===== src/hdl/assert_macros.svh =====
// assertion macros used by the core rtl file
`ifndef ASSERT_MACROS_SVH
`define ASSERT_MACROS_SVH
`ifndef SYNTHESIS
// same-cycle implication
`define ASSERT_IMPLIES(label, clk, rst, ante, cons) \
   label: assert property (@(posedge clk) disable iff (rst) (ante) |-> (cons)) \
      else $error("same-cycle implication failed");
// next-cycle implication
`define ASSERT_NEXT(label, clk, rst, ante, cons) \
   label: assert property (@(posedge clk) disable iff (rst) (ante) |=> (cons)) \
      else $error("next-cycle implication failed");
`else
`define ASSERT_IMPLIES(label, clk, rst, ante, cons)
`define ASSERT_NEXT(label, clk, rst, ante, cons)
`endif
`endif


===== src/hdl/lfr_pkg.sv =====
// shared types and constants of the line fraction reducer
package lfr_pkg;

   localparam int unsigned COORD_BITS_DEF  = 16;
   localparam int unsigned QUEUE_DEPTH_DEF = 2;

   // queue status seen by both sides
   typedef struct packed {
      logic full;
      logic empty;
   } fifo_stat_type;

   // back-end sequencer
   typedef enum logic [2:0] {
      BK_IDLE,
      BK_FETCH,
      BK_SETUP,
      BK_GCD,
      BK_DIV,
      BK_FIX
   } back_state_type;

endpackage


===== src/hdl/lfr_front.sv =====
// front end: takes a beat, forms differences and cross products, pushes to the queue
module lfr_front #(
   parameter int unsigned COORD_BITS = lfr_pkg::COORD_BITS_DEF
) (
   input  logic                                     clock,
   input  logic                                     reset,
   input  logic                                     start,
   output logic                                     busy,
   input  logic signed [COORD_BITS-1:0]             req_first_x,
   input  logic signed [COORD_BITS-1:0]             req_first_y,
   input  logic signed [COORD_BITS-1:0]             req_second_x,
   input  logic signed [COORD_BITS-1:0]             req_second_y,
   input  lfr_pkg::fifo_stat_type                   q_stat,
   output logic                                     push,
   output logic [3*(COORD_BITS+1)+2*COORD_BITS+1:0] push_data
);
   import lfr_pkg::*;

   localparam int unsigned DW = COORD_BITS + 1;
   localparam int unsigned PW = 2 * COORD_BITS + 1;
   localparam int unsigned MW = 2 * COORD_BITS;

   logic                 valid_ff, valid_in;
   logic signed [DW-1:0] sn_ff, sn_in, sd_ff, sd_in, bd_ff, bd_in;
   logic signed [MW-1:0] p1_ff, p1_in, p2_ff, p2_in;
   logic                 vert_ff, vert_in;
   logic                 accept;
   logic signed [DW-1:0] x1, y1, x2, y2;
   logic signed [PW-1:0] bn;

   assign x1 = DW'(req_first_x);
   assign y1 = DW'(req_first_y);
   assign x2 = DW'(req_second_x);
   assign y2 = DW'(req_second_y);

   assign accept = start && !valid_ff;
   assign busy   = valid_ff;
   assign push   = valid_ff && !q_stat.full;

   // one multiplier per cross product, registered before the subtract
   assign sn_in   = y1 - y2;
   assign sd_in   = x1 - x2;
   assign bd_in   = x2 - x1;
   assign p1_in   = MW'(req_second_x) * MW'(req_first_y);
   assign p2_in   = MW'(req_first_x) * MW'(req_second_y);
   assign vert_in = (req_first_x == req_second_x);

   always_comb begin
      valid_in = valid_ff;
      if (push) begin
         valid_in = 1'b0;
      end else if (accept) begin
         valid_in = 1'b1;
      end
   end

   assign bn        = PW'(p1_ff) - PW'(p2_ff);
   assign push_data = {vert_ff, sn_ff, sd_ff, bn, bd_ff};

   always_ff @(posedge clock) begin
      if (reset) begin
         valid_ff <= 1'b0;
      end else begin
         valid_ff <= valid_in;
      end
   end

   always_ff @(posedge clock) begin
      if (accept) begin
         sn_ff   <= sn_in;
         sd_ff   <= sd_in;
         bd_ff   <= bd_in;
         p1_ff   <= p1_in;
         p2_ff   <= p2_in;
         vert_ff <= vert_in;
      end
   end

endmodule


===== src/hdl/lfr_queue.sv =====
// short fifo between front and back, registered read
module lfr_queue #(
   parameter int unsigned WIDTH = 8,
   parameter int unsigned DEPTH = lfr_pkg::QUEUE_DEPTH_DEF
) (
   input  logic                   clock,
   input  logic                   reset,
   input  logic                   push,
   input  logic [WIDTH-1:0]       push_data,
   input  logic                   pop,
   output logic [WIDTH-1:0]       pop_data,
   output lfr_pkg::fifo_stat_type q_stat
);
   import lfr_pkg::*;

   localparam int unsigned AW = $clog2(DEPTH);
   localparam int unsigned CW = $clog2(DEPTH + 1);

   logic [WIDTH-1:0] mem [DEPTH];
   logic [WIDTH-1:0] rdata_ff;
   logic [AW-1:0]    wr_ptr_ff, wr_ptr_in, rd_ptr_ff, rd_ptr_in;
   logic [CW-1:0]    count_ff, count_in;

   always_comb begin
      wr_ptr_in = wr_ptr_ff;
      rd_ptr_in = rd_ptr_ff;
      count_in  = count_ff;
      if (push) begin
         wr_ptr_in = (wr_ptr_ff == AW'(DEPTH - 1)) ? '0 : wr_ptr_ff + 1'b1;
      end
      if (pop) begin
         rd_ptr_in = (rd_ptr_ff == AW'(DEPTH - 1)) ? '0 : rd_ptr_ff + 1'b1;
      end
      case ({push, pop})
         2'b10:   count_in = count_ff + 1'b1;
         2'b01:   count_in = count_ff - 1'b1;
         default: count_in = count_ff;
      endcase
   end

   assign q_stat.full  = (count_ff == CW'(DEPTH));
   assign q_stat.empty = (count_ff == '0);
   assign pop_data     = rdata_ff;

   always_ff @(posedge clock) begin
      if (reset) begin
         wr_ptr_ff <= '0;
         rd_ptr_ff <= '0;
         count_ff  <= '0;
      end else begin
         wr_ptr_ff <= wr_ptr_in;
         rd_ptr_ff <= rd_ptr_in;
         count_ff  <= count_in;
      end
   end

   always_ff @(posedge clock) begin
      if (push) begin
         mem[wr_ptr_ff] <= push_data;
      end
      if (pop) begin
         rdata_ff <= mem[rd_ptr_ff];
      end
   end

endmodule


===== src/hdl/lfr_back.sv =====
// back end: binary gcd and exact division of each fraction, then the result strobe
module lfr_back #(
   parameter int unsigned COORD_BITS = lfr_pkg::COORD_BITS_DEF
) (
   input  logic                                     clock,
   input  logic                                     reset,
   input  lfr_pkg::fifo_stat_type                   q_stat,
   input  logic [3*(COORD_BITS+1)+2*COORD_BITS+1:0] pop_data,
   output logic                                     pop,
   output logic                                     rsp_valid,
   output logic signed [COORD_BITS:0]               rsp_slope_num,
   output logic signed [COORD_BITS:0]               rsp_slope_den,
   output logic signed [2*COORD_BITS:0]             rsp_icept_num,
   output logic signed [COORD_BITS:0]               rsp_icept_den,
   output logic                                     rsp_vertical
);
   import lfr_pkg::*;

   localparam int unsigned DW = COORD_BITS + 1;
   localparam int unsigned PW = 2 * COORD_BITS + 1;
   localparam int unsigned KW = $clog2(PW + 1);
   localparam int unsigned CW = $clog2(PW);

   back_state_type       state_ff, state_in;
   logic                 phase_ff, phase_in;
   logic                 out_valid_ff, out_valid_in;

   logic signed [PW-1:0] num_ff, num_in, den_ff, den_in;
   logic signed [PW-1:0] ent_bn_ff, ent_bn_in;
   logic signed [DW-1:0] ent_bd_ff, ent_bd_in;
   logic                 vert_ff, vert_in;
   logic [PW-1:0]        a_ff, a_in, b_ff, b_in, g_ff, g_in;
   logic [KW-1:0]        k_ff, k_in;
   logic [PW-1:0]        rn_ff, rn_in, rd_ff, rd_in, qn_ff, qn_in, qd_ff, qd_in;
   logic [CW-1:0]        cnt_ff, cnt_in;
   logic signed [DW-1:0] res_sn_ff, res_sn_in, res_sd_ff, res_sd_in;
   logic signed [PW-1:0] res_bn_ff, res_bn_in;
   logic signed [DW-1:0] res_bd_ff, res_bd_in;
   logic                 res_vert_ff, res_vert_in;

   logic                 f_vert;
   logic signed [DW-1:0] f_sn, f_sd, f_bd;
   logic signed [PW-1:0] f_bn;

   logic                 num_neg, den_neg;
   logic [PW-1:0]        num_mag, den_mag;
   logic [PW:0]          rn_sh, rd_sh;
   logic                 n_ge, d_ge;
   logic [PW-1:0]        rn_next, rd_next;
   logic signed [PW-1:0] red_num, red_den;

   assign {f_vert, f_sn, f_sd, f_bn, f_bd} = pop_data;

   assign num_neg = num_ff[PW-1];
   assign den_neg = den_ff[PW-1];
   assign num_mag = num_neg ? -num_ff : num_ff;
   assign den_mag = den_neg ? -den_ff : den_ff;

   // one restoring division step on each part
   assign rn_sh   = {rn_ff, qn_ff[PW-1]};
   assign rd_sh   = {rd_ff, qd_ff[PW-1]};
   assign n_ge    = (rn_sh >= {1'b0, g_ff});
   assign d_ge    = (rd_sh >= {1'b0, g_ff});
   assign rn_next = n_ge ? PW'(rn_sh - {1'b0, g_ff}) : rn_sh[PW-1:0];
   assign rd_next = d_ge ? PW'(rd_sh - {1'b0, g_ff}) : rd_sh[PW-1:0];

   // put the signs back on the quotients
   assign red_num = num_neg ? -qn_ff : qn_ff;
   assign red_den = den_neg ? -qd_ff : qd_ff;

   always_comb begin
      state_in     = state_ff;
      phase_in     = phase_ff;
      out_valid_in = 1'b0;
      pop          = 1'b0;
      num_in       = num_ff;
      den_in       = den_ff;
      ent_bn_in    = ent_bn_ff;
      ent_bd_in    = ent_bd_ff;
      vert_in      = vert_ff;
      a_in         = a_ff;
      b_in         = b_ff;
      g_in         = g_ff;
      k_in         = k_ff;
      rn_in        = rn_ff;
      rd_in        = rd_ff;
      qn_in        = qn_ff;
      qd_in        = qd_ff;
      cnt_in       = cnt_ff;
      res_sn_in    = res_sn_ff;
      res_sd_in    = res_sd_ff;
      res_bn_in    = res_bn_ff;
      res_bd_in    = res_bd_ff;
      res_vert_in  = res_vert_ff;
      case (state_ff)
         BK_IDLE: begin
            if (!q_stat.empty) begin
               pop      = 1'b1;
               state_in = BK_FETCH;
            end
         end
         BK_FETCH: begin
            num_in    = PW'(f_sn);
            den_in    = PW'(f_sd);
            ent_bn_in = f_bn;
            ent_bd_in = f_bd;
            vert_in   = f_vert;
            phase_in  = 1'b0;
            state_in  = BK_SETUP;
         end
         BK_SETUP: begin
            if (num_ff == '0 || den_ff == '0) begin
               // zero part: quotients are the magnitudes, fix restores the values
               qn_in    = num_mag;
               qd_in    = den_mag;
               state_in = BK_FIX;
            end else begin
               a_in     = num_mag;
               b_in     = den_mag;
               k_in     = '0;
               state_in = BK_GCD;
            end
         end
         BK_GCD: begin
            if (a_ff == '0 || b_ff == '0) begin
               g_in     = PW'((a_ff | b_ff) << k_ff);
               rn_in    = '0;
               rd_in    = '0;
               qn_in    = num_mag;
               qd_in    = den_mag;
               cnt_in   = '0;
               state_in = BK_DIV;
            end else if (!a_ff[0] && !b_ff[0]) begin
               a_in = a_ff >> 1;
               b_in = b_ff >> 1;
               k_in = k_ff + 1'b1;
            end else if (!a_ff[0]) begin
               a_in = a_ff >> 1;
            end else if (!b_ff[0]) begin
               b_in = b_ff >> 1;
            end else if (a_ff >= b_ff) begin
               a_in = a_ff - b_ff;
            end else begin
               b_in = b_ff - a_ff;
            end
         end
         BK_DIV: begin
            rn_in  = rn_next;
            rd_in  = rd_next;
            qn_in  = {qn_ff[PW-2:0], n_ge};
            qd_in  = {qd_ff[PW-2:0], d_ge};
            cnt_in = cnt_ff + 1'b1;
            if (cnt_ff == CW'(PW - 1)) begin
               state_in = BK_FIX;
            end
         end
         BK_FIX: begin
            if (!phase_ff) begin
               res_sn_in = DW'(red_num);
               res_sd_in = DW'(red_den);
               num_in    = ent_bn_ff;
               den_in    = PW'(ent_bd_ff);
               phase_in  = 1'b1;
               state_in  = BK_SETUP;
            end else begin
               res_bn_in    = red_num;
               res_bd_in    = DW'(red_den);
               res_vert_in  = vert_ff;
               out_valid_in = 1'b1;
               state_in     = BK_IDLE;
            end
         end
         default: begin
            state_in = BK_IDLE;
         end
      endcase
   end

   always_ff @(posedge clock) begin
      if (reset) begin
         state_ff     <= BK_IDLE;
         phase_ff     <= 1'b0;
         out_valid_ff <= 1'b0;
      end else begin
         state_ff     <= state_in;
         phase_ff     <= phase_in;
         out_valid_ff <= out_valid_in;
      end
   end

   always_ff @(posedge clock) begin
      num_ff      <= num_in;
      den_ff      <= den_in;
      ent_bn_ff   <= ent_bn_in;
      ent_bd_ff   <= ent_bd_in;
      vert_ff     <= vert_in;
      a_ff        <= a_in;
      b_ff        <= b_in;
      g_ff        <= g_in;
      k_ff        <= k_in;
      rn_ff       <= rn_in;
      rd_ff       <= rd_in;
      qn_ff       <= qn_in;
      qd_ff       <= qd_in;
      cnt_ff      <= cnt_in;
      res_sn_ff   <= res_sn_in;
      res_sd_ff   <= res_sd_in;
      res_bn_ff   <= res_bn_in;
      res_bd_ff   <= res_bd_in;
      res_vert_ff <= res_vert_in;
   end

   assign rsp_valid     = out_valid_ff;
   assign rsp_slope_num = res_sn_ff;
   assign rsp_slope_den = res_sd_ff;
   assign rsp_icept_num = res_bn_ff;
   assign rsp_icept_den = res_bd_ff;
   assign rsp_vertical  = res_vert_ff;

endmodule


===== src/hdl/line_fraction_reducer_core.sv =====
// top level of the line fraction reducer: front end, queue, back end
//
// channel    direction  handshake            beat contents
// request    in         start high, busy low first_x, first_y, second_x, second_y
// response   out        rsp_valid strobe     slope_num/den, icept_num/den, vertical
//
// front end takes a beat, then is busy for one cycle while it subtracts the registered
// cross products and pushes the entry into the queue; it stays busy while the queue is full
// back end per fraction: setup, binary gcd steps, restoring division steps, then fix;
// a fraction with a zero part goes from setup straight to fix; idle pops and fetch loads
// each beat, and the single gcd/divide unit then reduces slope and intercept in turn
// reset is synchronous and clears the queue and both sequencers; no clearing pass
// the receiver cannot stall: each response is marked by rsp_valid for exactly one cycle
`include "assert_macros.svh"

module line_fraction_reducer_core #(
   parameter int unsigned COORD_BITS  = lfr_pkg::COORD_BITS_DEF,
   parameter int unsigned QUEUE_DEPTH = lfr_pkg::QUEUE_DEPTH_DEF
) (
   input  logic                         clock,
   input  logic                         reset,
   input  logic                         start,
   output logic                         busy,
   input  logic signed [COORD_BITS-1:0] req_first_x,
   input  logic signed [COORD_BITS-1:0] req_first_y,
   input  logic signed [COORD_BITS-1:0] req_second_x,
   input  logic signed [COORD_BITS-1:0] req_second_y,
   output logic                         rsp_valid,
   output logic signed [COORD_BITS:0]   rsp_slope_num,
   output logic signed [COORD_BITS:0]   rsp_slope_den,
   output logic signed [2*COORD_BITS:0] rsp_icept_num,
   output logic signed [COORD_BITS:0]   rsp_icept_den,
   output logic                         rsp_vertical
);
   import lfr_pkg::*;

   // queue entry: vertical flag, slope num/den, intercept num/den
   localparam int unsigned ENTRY_W = 3 * (COORD_BITS + 1) + 2 * COORD_BITS + 2;

   logic               q_push;
   logic               q_pop;
   logic [ENTRY_W-1:0] q_push_data;
   logic [ENTRY_W-1:0] q_pop_data;
   fifo_stat_type      q_stat;
   logic               rsp_vert_beat;
   logic               rsp_dens_zero;

   // front end: accept and form differences and cross products
   lfr_front #(
      .COORD_BITS (COORD_BITS)
   ) u_front (
      .clock        (clock),
      .reset        (reset),
      .start        (start),
      .busy         (busy),
      .req_first_x  (req_first_x),
      .req_first_y  (req_first_y),
      .req_second_x (req_second_x),
      .req_second_y (req_second_y),
      .q_stat       (q_stat),
      .push         (q_push),
      .push_data    (q_push_data)
   );

   // decouples the front end from the long back end
   lfr_queue #(
      .WIDTH (ENTRY_W),
      .DEPTH (QUEUE_DEPTH)
   ) u_queue (
      .clock     (clock),
      .reset     (reset),
      .push      (q_push),
      .push_data (q_push_data),
      .pop       (q_pop),
      .pop_data  (q_pop_data),
      .q_stat    (q_stat)
   );

   // back end: reduce slope then intercept, then strobe the response
   lfr_back #(
      .COORD_BITS (COORD_BITS)
   ) u_back (
      .clock         (clock),
      .reset         (reset),
      .q_stat        (q_stat),
      .pop_data      (q_pop_data),
      .pop           (q_pop),
      .rsp_valid     (rsp_valid),
      .rsp_slope_num (rsp_slope_num),
      .rsp_slope_den (rsp_slope_den),
      .rsp_icept_num (rsp_icept_num),
      .rsp_icept_den (rsp_icept_den),
      .rsp_vertical  (rsp_vertical)
   );

   // terms for the vertical-line check
   assign rsp_vert_beat = rsp_valid && rsp_vertical;
   assign rsp_dens_zero = (rsp_slope_den == '0) && (rsp_icept_den == '0);

   // response strobes never come back to back
   `ASSERT_NEXT(a_rsp_single, clock, reset, rsp_valid, !rsp_valid)
   // an accepted beat makes the front end busy
   `ASSERT_NEXT(a_accept_busy, clock, reset, start && !busy, busy)
   // the front end never pushes into a full queue
   `ASSERT_IMPLIES(a_push_room, clock, reset, q_push, !q_stat.full)
   // a vertical line leaves both denominators at zero
   `ASSERT_IMPLIES(a_vert_den, clock, reset, rsp_vert_beat, rsp_dens_zero)

endmodule


===== config.mk =====
export PLATFORM = sky130hd
export DESIGN_NAME = line_fraction_reducer_core
export DESIGN_NICKNAME = d
export VERILOG_FILES = /design/src/hdl/lfr_pkg.sv /design/src/hdl/lfr_front.sv /design/src/hdl/lfr_queue.sv /design/src/hdl/lfr_back.sv /design/src/hdl/line_fraction_reducer_core.sv
export VERILOG_INCLUDE_DIRS = /design/src /design/src/hdl
export SDC_FILE = /design/constraint.sdc
export NUM_CORES = 2
export LEC_CHECK = 0
export BUFFER_PORTS_ARGS = -buffer_cell sky130_fd_sc_hd__buf_4
export CORE_MARGIN = 2
export CORE_UTILIZATION = 55
export CTS_BUF_LIST = sky130_fd_sc_hd__clkbuf_4
export CTS_CLUSTER_DIAMETER = 30
export DETAILED_ROUTE_END_ITERATION = 8
export PLACE_DENSITY = 0.72
export REMOVE_ABC_BUFFERS = 1
export SYNTH_ARGS = -nofsm -noshare
export SYNTH_HDL_FRONTEND = slang
export SYNTH_SLANG_ARGS = --single-unit

===== constraint.sdc =====
create_clock -name clock -period 23.1 [get_ports clock]
set_input_delay 5.775 -clock clock [delete_from_list [all_inputs] [get_ports clock]]
set_output_delay 5.775 -clock clock [all_outputs]
set_load 0.05 [all_outputs]

==> flow_summary.toml <==
[global_route]
first_global_vias = 45900
antenna_found_initial = 3
grt_overflow_total = 0
grt_first_pass_wirelength_um = 258000
grt_util_all_layers_pct = 28.9
grt_max_degree = 89

[die]
rows = 124
dieArea_um2 = 117000
initial_core_util_pct = 55.2
core_area_um2 = 114000
fp.dieW_um = 342
pin_count = 154
die_h_um = 342

[critical_path]
max_stage_delay_ns = 0.84
end_kind = "flop"
cp_cell_sequence = "buf_4 -> clkinv_1 -> nor2_1 -> fa_1 -> fa_1 -> fa_1 -> fa_1 -> fa_1 -> inv_1 -> fa_1 -> inv_1 -> ha_1 -> and3_1 -> a221oi_1 -> o21ai_0 -> nand3_1 -> nand2_1 -> a41oi_1 -> a21oi_1 -> a21oi_1 -> o21ai_0 -> xnor2_1"
reg2regPathDepth = 10
cp_max_fo = 10
cp.required_ns = 23.97
cpMostUsedCell = "fa_1"
crit_type = "input port to flop"
crit_arrival_ns = 12.34
cp-start-kind = "input port"
cpMaxStageDelayCell = "fa_1"

[synthesis]
syn_area_per_cell_um2 = 10.6
syn_area_um2 = 62900
synth.distinct_cells = 85
ys_ff_latch = 806
ys_seq_area_share_pct = 38.3
async_reset_ff_share_pct = 0
netlist_instances = 5935
synth_ff_type = "edfxtp_1"
synth_edf_count = 796
yosysWarnings = 0

[layout]
drive_above_1_share_pct = 11.3
final_cell_area_um2 = 68200
nets = 7126
final_common_cell = "inv_1"
layout_common_cells = "inv_1 (828), edfxtp_1 (796), nand2_1 (558)"
synthToLayoutAreaGrowth_pct = 8.57

[placed_design]
io_buffers = 153
dp_hpwl_um = 130000
post_dp_cell_area_um2 = 65400
gp_congestion = 0.975

[drt]
drc = 0
viasPerCell = 5.69
dr.first_iter.drc_count = 3034
wl_um = 166000
num_vias = 44400
routedWlPerCell_um = 21.3
dr.pass1.iters = 5
ant_nets = 0

[outcome]
status = "finished, final reports clean"

[cts]
path_clk_slew_ns = 0.06
cts_made_buffers = 208
htreeDepth = 4
cts_hold_buf = 0
cts_setup_buffers = 0
cts_tree = "done"
cts.sinks = 806
max-clock-path-buffers = 3
cts-resized-gates = 0
clockRootBuffer = "clkbuf_4"
clk-insertion-delay-late_ns = 1.18

[power_and_ir_drop]
powerDensity_nw_per_um2 = 156
p_leak_nw = 29.2
report.power.total_mw = 10.6
worst_ir_drop_vdd_uv = 221

[timing]
slew_violations = 0
tightest_slew_ns = 1.21
relSlewSlack_pct = 19.4
hold_viol = 0
fin_crit_ns = 11.47
setup_violations = 0
rsz0062_at_grt = "false"
finClkSkew_ns = 0.105
fin_tns_setup_ns = 0
fmax_mhz = 87.2
post-route-period-util_pct = 49.6

[run]
maxCapViolCount = 0

[min_path]
hp-class = "flop to flop"
hold_path_depth = 0
## critical path: cells and delay by family
| kind | cells | cell delay (ns) |
|---|---|---|
| xor+xnor | 1 | 0.14 |
| fa+ha+maj | 7 | 3.74 |
| simple gates | 4 | 0.65 |
| buf+inv | 4 | 0.63 |
| compound gates | 6 | 1.40 |
## final cells by class
cell class | count | area [µm²]
antenna | 3 | 7.51
clock buffer | 291 | 2180
clock inverter | 92 | 643
fill | 9610 | 45600
inverter | 845 | 3170
multi-input combinational | 4058 | 34800
sequential | 806 | 24100
tap | 1512 | 1890
timing repair buffer | 192 | 1440
## final timing paths
check                                           from              endpoint  slack [ns]
worst max register to register      u_back.num_ff[6]      u_back.qn_ff[28]       18.03
worst min-delay path            u_queue.pop_data[14]  u_back.ent_bd_ff[14]        0.38
worst min register to register  u_queue.pop_data[14]  u_back.ent_bd_ff[14]        0.38
worst max-delay path                 req_second_y[3]     u_front.p2_ff[31]       11.63
## kinds of logic (layout without fill, tap and decap cells)
kind of cell | count (synthesis) | after routing | synth area share [%]
simple gates | 1619 | 1619 | 11.8
buf+inv | 1071 | 1420 | 6.45
compound gates | 974 | 974 | 9.98
fa+ha+maj | 948 | 948 | 25.2
flops | 806 | 806 | 38.3
xor+xnor | 342 | 342 | 4.77
mux | 175 | 175 | 3.47
other cells | 0 | 3 | 0
## cell usage after synthesis (14+ instances only)
cell	count	area, µm²
a211oi_1	55	413
a21boi_0	15	113
a21o_1	104	781
a21oi_1	324	1620
a31oi_1	26	163
and2_1	129	807
and3_1	35	219
buf_1	26	97.6
buf_2	14	70.1
clkbuf_1	182	683
edfxtp_1	796	23900
fa_1	532	10700
ha_1	416	5200
inv_1	828	3110
mux2_2	95	1070
mux2i_1	55	551
mux4_2	25	563
nand2_1	560	2100
nand2b_1	40	250
nand3_1	85	425
nand4_1	34	213
nor2_1	495	1860
nor2b_1	51	319
nor3_1	63	315
nor4_1	43	269
o211ai_1	21	158
o21a_1	32	240
o21ai_0	182	911
o21bai_1	40	300
o221ai_1	30	263
o31ai_1	32	240
or2_2	15	93.8
or3_1	29	181
or4_1	14	105
xnor2_1	238	2080
xor2_1	104	911
## registers in the layout (all words and copies together), names as in the netlist, 6 cells and up
| signal | count |
|---|---|
| u_back.num_ff | 33 |
| u_back.qn_ff | 33 |
| u_back.ent_bd_ff | 17 |
| u_back.b_ff | 33 |
| u_back.rsp_icept_den | 17 |
| u_queue.pop_data | 84 |
| u_back.rd_ff | 33 |
| u_back.qd_ff | 33 |
| u_front.sn_ff | 17 |
| u_front.sd_ff | 16 |
| u_back.k_ff | 6 |
| u_back.rsp_icept_num | 33 |
| u_back.rsp_slope_num | 17 |
| u_back.ent_bn_ff | 33 |
| u_queue.mem | 168 |
| u_front.p2_ff | 32 |
| u_front.bd_ff | 17 |
| u_back.g_ff | 33 |
| u_back.a_ff | 33 |
| u_back.den_ff | 17 |
| u_back.rsp_slope_den | 17 |
| u_back.cnt_ff | 6 |
| u_front.p1_ff | 32 |
| u_back.rn_ff | 33 |
## stage by stage
step / utilization [%] / setup slack [ns] / hold slack [ns] / instances
after floorplan: - / 11.54 / 0.400 / 5709
after global placement: 57.4 / 10.71 / 0.400 / 7413
after detailed placement: 57.4 / 10.65 / 0.405 / 7413
after CTS: 59.9 / 11.94 / 0.388 / 7796
after global routing: 59.9 / 11.39 / 0.423 / 7799
final: 59.9 / 11.63 / 0.378 / 7799
## power by group
part / switching (mW) / internal (mW)
logic: 3.98 / 2.78
clock network: 0.606 / 0.663
registers: 0.184 / 2.41
## layer usage
metal  wire length [µm]  GRT usage (%)
met1              64600           34.6
met5                 19              0
met2              82400           49.9
met4               8770           15.1
met3               9940           4.94
Power figures use the tool's default switching activity.
